`src/lzw_pkg.sv`:
```
// Shared types and constants for the LZW encoder.
// Holds the request structs of both channels and the controller/datapath link.
// No dependencies.
package lzw_pkg;

    // Default dictionary code width and the first code a learned string gets.
    localparam int CODE_WIDTH_DEF  = 12;
    localparam int FIRST_FREE_CODE = 256;

    // Width of the emitted code field.
    localparam int CODE_FIELD_W = 12;

    // One input request: a byte and its end-of-stream flag.
    typedef struct packed {
        logic [7:0] data_byte;
        logic       end_of_stream;
    } lzw_in_t;

    // One result request: an emitted code and its last-code flag.
    typedef struct packed {
        logic [CODE_FIELD_W-1:0] code;
        logic                    last_code;
    } lzw_out_t;

    // Commands from the controller to the datapath.
    typedef struct packed {
        logic clear_step;
        logic accept;
        logic next_probe;
        logic take_hit;
        logic take_miss;
        logic flush;
    } lzw_cmd_t;

    // Status from the datapath to the controller.
    typedef struct packed {
        logic clear_done;
        logic prefix_valid;
        logic match;
        logic empty;
        logic eos;
        logic out_free;
    } lzw_stat_t;

endpackage

```
`src/lzw_ctrl.sv`:
```
// Controller of the LZW encoder: sequences clearing, probing and result pushes.
// Depends on lzw_pkg; drives lzw_dp through lzw_cmd_t.
module lzw_ctrl (
    input  logic               clk,
    input  logic               rst_n,
    input  logic               data_valid,
    input  lzw_pkg::lzw_stat_t stat,
    output lzw_pkg::lzw_cmd_t  cmd,
    output logic               busy
);
    import lzw_pkg::*;

    typedef enum logic [2:0] {
        ST_CLEAR,
        ST_IDLE,
        ST_READ_SLOT,
        ST_READ_OWNER,
        ST_CHECK,
        ST_FINISH
    } state_t;

    state_t state_reg, state_next;
    logic   busy_reg, busy_next;

    // Next state and commands.
    always_comb
    begin
        state_next = state_reg;
        cmd        = '0;
        case (state_reg)
            ST_CLEAR:
            begin
                cmd.clear_step = 1'b1;
                if (stat.clear_done)
                begin
                    state_next = ST_IDLE;
                end
            end
            ST_IDLE:
            begin
                if (data_valid && !busy_reg)
                begin
                    cmd.accept = 1'b1;
                    state_next = stat.prefix_valid ? ST_READ_SLOT : ST_FINISH;
                end
            end
            ST_READ_SLOT:
            begin
                state_next = ST_READ_OWNER;
            end
            ST_READ_OWNER:
            begin
                state_next = ST_CHECK;
            end
            ST_CHECK:
            begin
                if (stat.match)
                begin
                    cmd.take_hit = 1'b1;
                    state_next   = ST_FINISH;
                end
                else if (stat.empty)
                begin
                    if (stat.out_free)
                    begin
                        cmd.take_miss = 1'b1;
                        state_next    = ST_FINISH;
                    end
                end
                else
                begin
                    cmd.next_probe = 1'b1;
                    state_next     = ST_READ_SLOT;
                end
            end
            ST_FINISH:
            begin
                if (!stat.eos)
                begin
                    state_next = ST_IDLE;
                end
                else if (stat.out_free)
                begin
                    cmd.flush  = 1'b1;
                    state_next = ST_IDLE;
                end
            end
            default:
            begin
                state_next = ST_IDLE;
            end
        endcase
        busy_next = (state_next != ST_IDLE);
    end

    // State and the registered busy flag.
    always_ff @(posedge clk or negedge rst_n)
    begin
        if (!rst_n)
        begin
            state_reg <= ST_CLEAR;
            busy_reg  <= 1'b1;
        end
        else
        begin
            state_reg <= state_next;
            busy_reg  <= busy_next;
        end
    end

    assign busy = busy_reg;

endmodule

```
`config.mk`:
```
export PLATFORM = sky130hd
export DESIGN_NAME = lzw_ctrl
export DESIGN_NICKNAME = d
export VERILOG_FILES = /design/src/lzw_pkg.sv /design/src/lzw_ctrl.sv
export SDC_FILE = /design/constraint.sdc
export NUM_CORES = 1
export LEC_CHECK = 0
export ABC_AREA = 1
export BUFFER_PORTS_ARGS = -buffer_cell sky130_fd_sc_hd__buf_2
export CORE_AREA = 4 4 41 43
export CTS_CLUSTER_DIAMETER = 150
export DETAILED_ROUTE_END_ITERATION = 10
export DIE_AREA = 0 0 45 47
export GPL_ROUTABILITY_DRIVEN = 0
export MAX_ROUTING_LAYER = met4
export PLACE_DENSITY_LB_ADDON = 0.05
export SYNTH_ARGS = -nofsm -noshare
export SYNTH_HDL_FRONTEND = slang
export SYNTH_SLANG_ARGS = --single-unit
```
`constraint.sdc`:
```
create_clock -name clk -period 2.2 [get_ports clk]
set_input_delay 0.33 -clock clk [delete_from_list [all_inputs] [get_ports clk]]
set_output_delay 0.33 -clock clk [all_outputs]
set_load 0.05 [all_outputs]
```
# [Word level (Yosys, flattened, before mapping)]
# Cells that the tools add are included.
[totals] reg_bits=4 input_bits=9 word_cells=32 out_inout_bits=7
[classes] n_eq_ne=6 reduce_logical=3 mux=21
[ops] cell="3-bit 2-to-1 mux" n=9
[ops] cell="3-bit one-hot mux with 6 select lines" n=1
[ops] cell="1-bit 2-to-1 mux" n=11
[ops] cell="3-bit by 2-bit == test with 1-bit output (second input constant)" n=2
[ops] cell="3-bit == test (second input constant)" n=2
[ops] cell="3-bit by 1-bit == test with 1-bit output (second input constant)" n=1
[ops] cell="3-bit zero test" n=1
[ops] cell="3-bit by 1-bit != test with 1-bit output (second input constant)" n=1
[ops] cell="1-bit logical AND" n=1
[ops] cell="1-bit zero test" n=1

# [Logic depth before layout (Yosys ltp)]
[depth] word_depth=5 depth_mapped=7

# [Worst setup path before layout]
# Ideal clock, no wire load.
[synth_timing] kind="register -> output" from="register state_reg[1]" to="output cmd[0] (netlist name)" stages_incl_launch_ff=3 t_arrival_ns=2.040 slack_ns=-0.170 required_time_ns=1.870 n_path_buf=1 path_cell_list="dfrtp_1 > buf_6 > nor4_1"
[synth_lines] item="from (decl)" line="lzw_ctrl.sv:22" text="state_t state_reg, state_next;"
[synth_lines] item="from (signal assigned)" line="lzw_ctrl.sv:106" text="state_reg <= state_next;"
[synth_lines] item="to (decl)" line="lzw_ctrl.sv:8" text="output lzw_pkg::lzw_cmd_t cmd,"

==> key figures <==
Worst hold path
  • HP Class: in2async

Global route
  • GR Util met2: 0.127
  • Grt met1 use: 0.110
  • Total global routing overflow: 0
  • First-pass GRT wire length: 1300 um
  • Initial antenna violation count: 0
  • Largest net degree at the start of global routing: 10
  • GR peak layer: met2
  • Total Routing Usage GR: 0.0909
  • GR Util met3: 0.0460
  • Vias in the first global route: 320

Power
  • VDD IR max: 0.000489 V
  • Leak: 0.277 nW
  • PD cells: 1220 nW/um^2
  • Pwr Total: 0.564 mW

Setup path
  • Setup CP Type: reg2out
  • Reg-to-reg setup timing slack: 1.00 ns
  • Max Fanout on Critical Path: 9
  • Critical Path RT: 1.87 ns
  • Critical Path Start Type: flip-flop
  • Critical path endpoint category: primary output
  • CP arrival: 1.49 ns

Clock tree
  • H-tree Lvls: 1
  • CTS buffer count: 3
  • Clk Tree Root Cell: clkbuf_4
  • Clock Pin Slew Worst Setup and Hold Paths: 0.04 ns
  • Post-CTS Setup Repair Bufs: 0
  • Hold-fix buffer count after cts: 1
  • Cts repair resizes: 0
  • Clock tree buffer depth: 2
  • Clk sinks: 4
  • Clk Latency, worst-skew pair: 0.24 ns
  • CTS tree: yes

STA
  • RSZ-0062 raised after global routing: false
  • Min Tclk post-route: 1.82 ns
  • Fin. max-slew vios: 0
  • Final setup fails: 0
  • Max Fclk: 551 MHz
  • Tcrit/Tclk final: 0.826
  • Final hold slack: 0.426 ns
  • Final setup TNS: 0 ns
  • Crit path setup slack, layout: 0.384 ns
  • Slew @ Worst Pin: 0.339 ns
  • Hold Fails Final Rpt: 0
  • Max_slew headroom: 0.774
  • Worst Skew: 0.00186 ns

Routing
  • Remaining antenna violation count: 0
  • Via count: 373
  • Post-DR wirelength/cell: 9.31 um
  • Initial DRC Count: 6
  • DRC viols: 0
  • DRT Wirelength: 810 um
  • Vias per cell: 4.29
  • Initial DRT Pass Iterations: 4

Synthesis
  • Post-synthesis cell area: 348 sq um
  • Top FF cell, synth: dfrtp_1
  • Number of synthesized register bits: 4
  • Cells after synthesis: 54
  • EDFF count, synth: 0
  • Ys async rst share: 1.00
  • Yosys top cell by area: dfrtp_1
  • Yosys warnings: 0
  • Yosys cell types: 16
  • Sequential area share after synthesis: 0.291
  • Synth cell count leaders: inv_1, nand3_1, nor2_1, nand2_1
  • Share of the synthesized area in the top cell type: 0.216
  • Count leader, synth: inv_1
  • Synth area leaders: dfrtp_1, inv_1, nand3_1
  • Net count after synthesis: 63
  • Syn Area/Cell: 6.44 sq um

Layout
  • Synth-to-Final Area Change: 32.7%
  • Fin util: 0.355
  • Max reg flops: 3
  • Ant. Diodes: 0
  • Layout cell share with drive strength beyond 1: 0.361
  • Nets: 82
  • Design area: 462 sq um
  • Layout Cells excl Fill: 87

Placed design
  • Post-DP Area: 425 sq um
  • DP HPWL: 684 um
  • Placed cell count: 82
  • PortBufs: 15
  • Pre-CTS WS: 0.627 ns

Floorplanning
  • Die W: 45 um
  • Die H: 47 um
  • # IOs: 16
  • Die area: 2120 sq um
  • Row Count: 13
  • Initial Util: 0.267
  • Core area: 1300 sq um

Flow run
  • Max Cap Viol: 0

Outcome
  • Status: complete, no violations
==> power breakdown <==
part / internal [mW] / switching, mW
Clock: 0.0681 / 0.0311
Combinational: 0.0863 / 0.222
Sequential: 0.110 / 0.0463
==> placed cells by master (no fill, tap or decap), types with 2 or more instances in the layout <==
| master | n |
|---|---|
| buf_2 | 15 |
| inv_1 | 12 |
| nor2_1 | 8 |
| nand3_1 | 8 |
| nand2_1 | 7 |
| nor3_1 | 3 |
| clkbuf_4 | 3 |
| dfrtp_1 | 3 |
| nand2_2 | 2 |
| nand4_1 | 2 |
==> per-layer routing <==
metal | wire [um] | vias to the layer above
met5 | 0 | -
met4 | 0 | 0
met1 | 383 | 158
met3 | 52 | 0
li1 | - | 206
met2 | 374 | 9
==> kinds of logic after synthesis <==
logic type,after synthesis,synth area share
AOI/OAI and AO/OA,1,0.0144
buffers and inverters,15,0.205
DFF,4,0.291
and+or+nand+nor,34,0.489
==> area by class of cell <==
cell class                 count  area, sq um
clock buffer                   4         26.3
fill                         160          840
inverter                      13         48.8
multi-input combinational     35          181
sequential                     4          101
tap                           15         18.8
timing repair buffer          16         85.1
==> worst max-delay path: stages (launching register included) <==
cell     delay, ns
dfrtp_1       0.49
inv_1         0.14
nor3_1        0.15
inv_1         0.07
nor3_1        0.12
buf_2         0.28
==> final timing paths <==
check,end,start,cells past startpoint
min in group clk,state_reg[0],stat[5],5
setup / recovery,cmd[1],state_reg[2],5
setup reg to reg,busy,state_reg[1],5
hold reg to reg,state_reg[0],state_reg[2],2
max in group asynchronous,busy,rst_n,2
hold / removal,state_reg[2],rst_n,2
No activity file was read; power rests on OpenSTA's default activity.
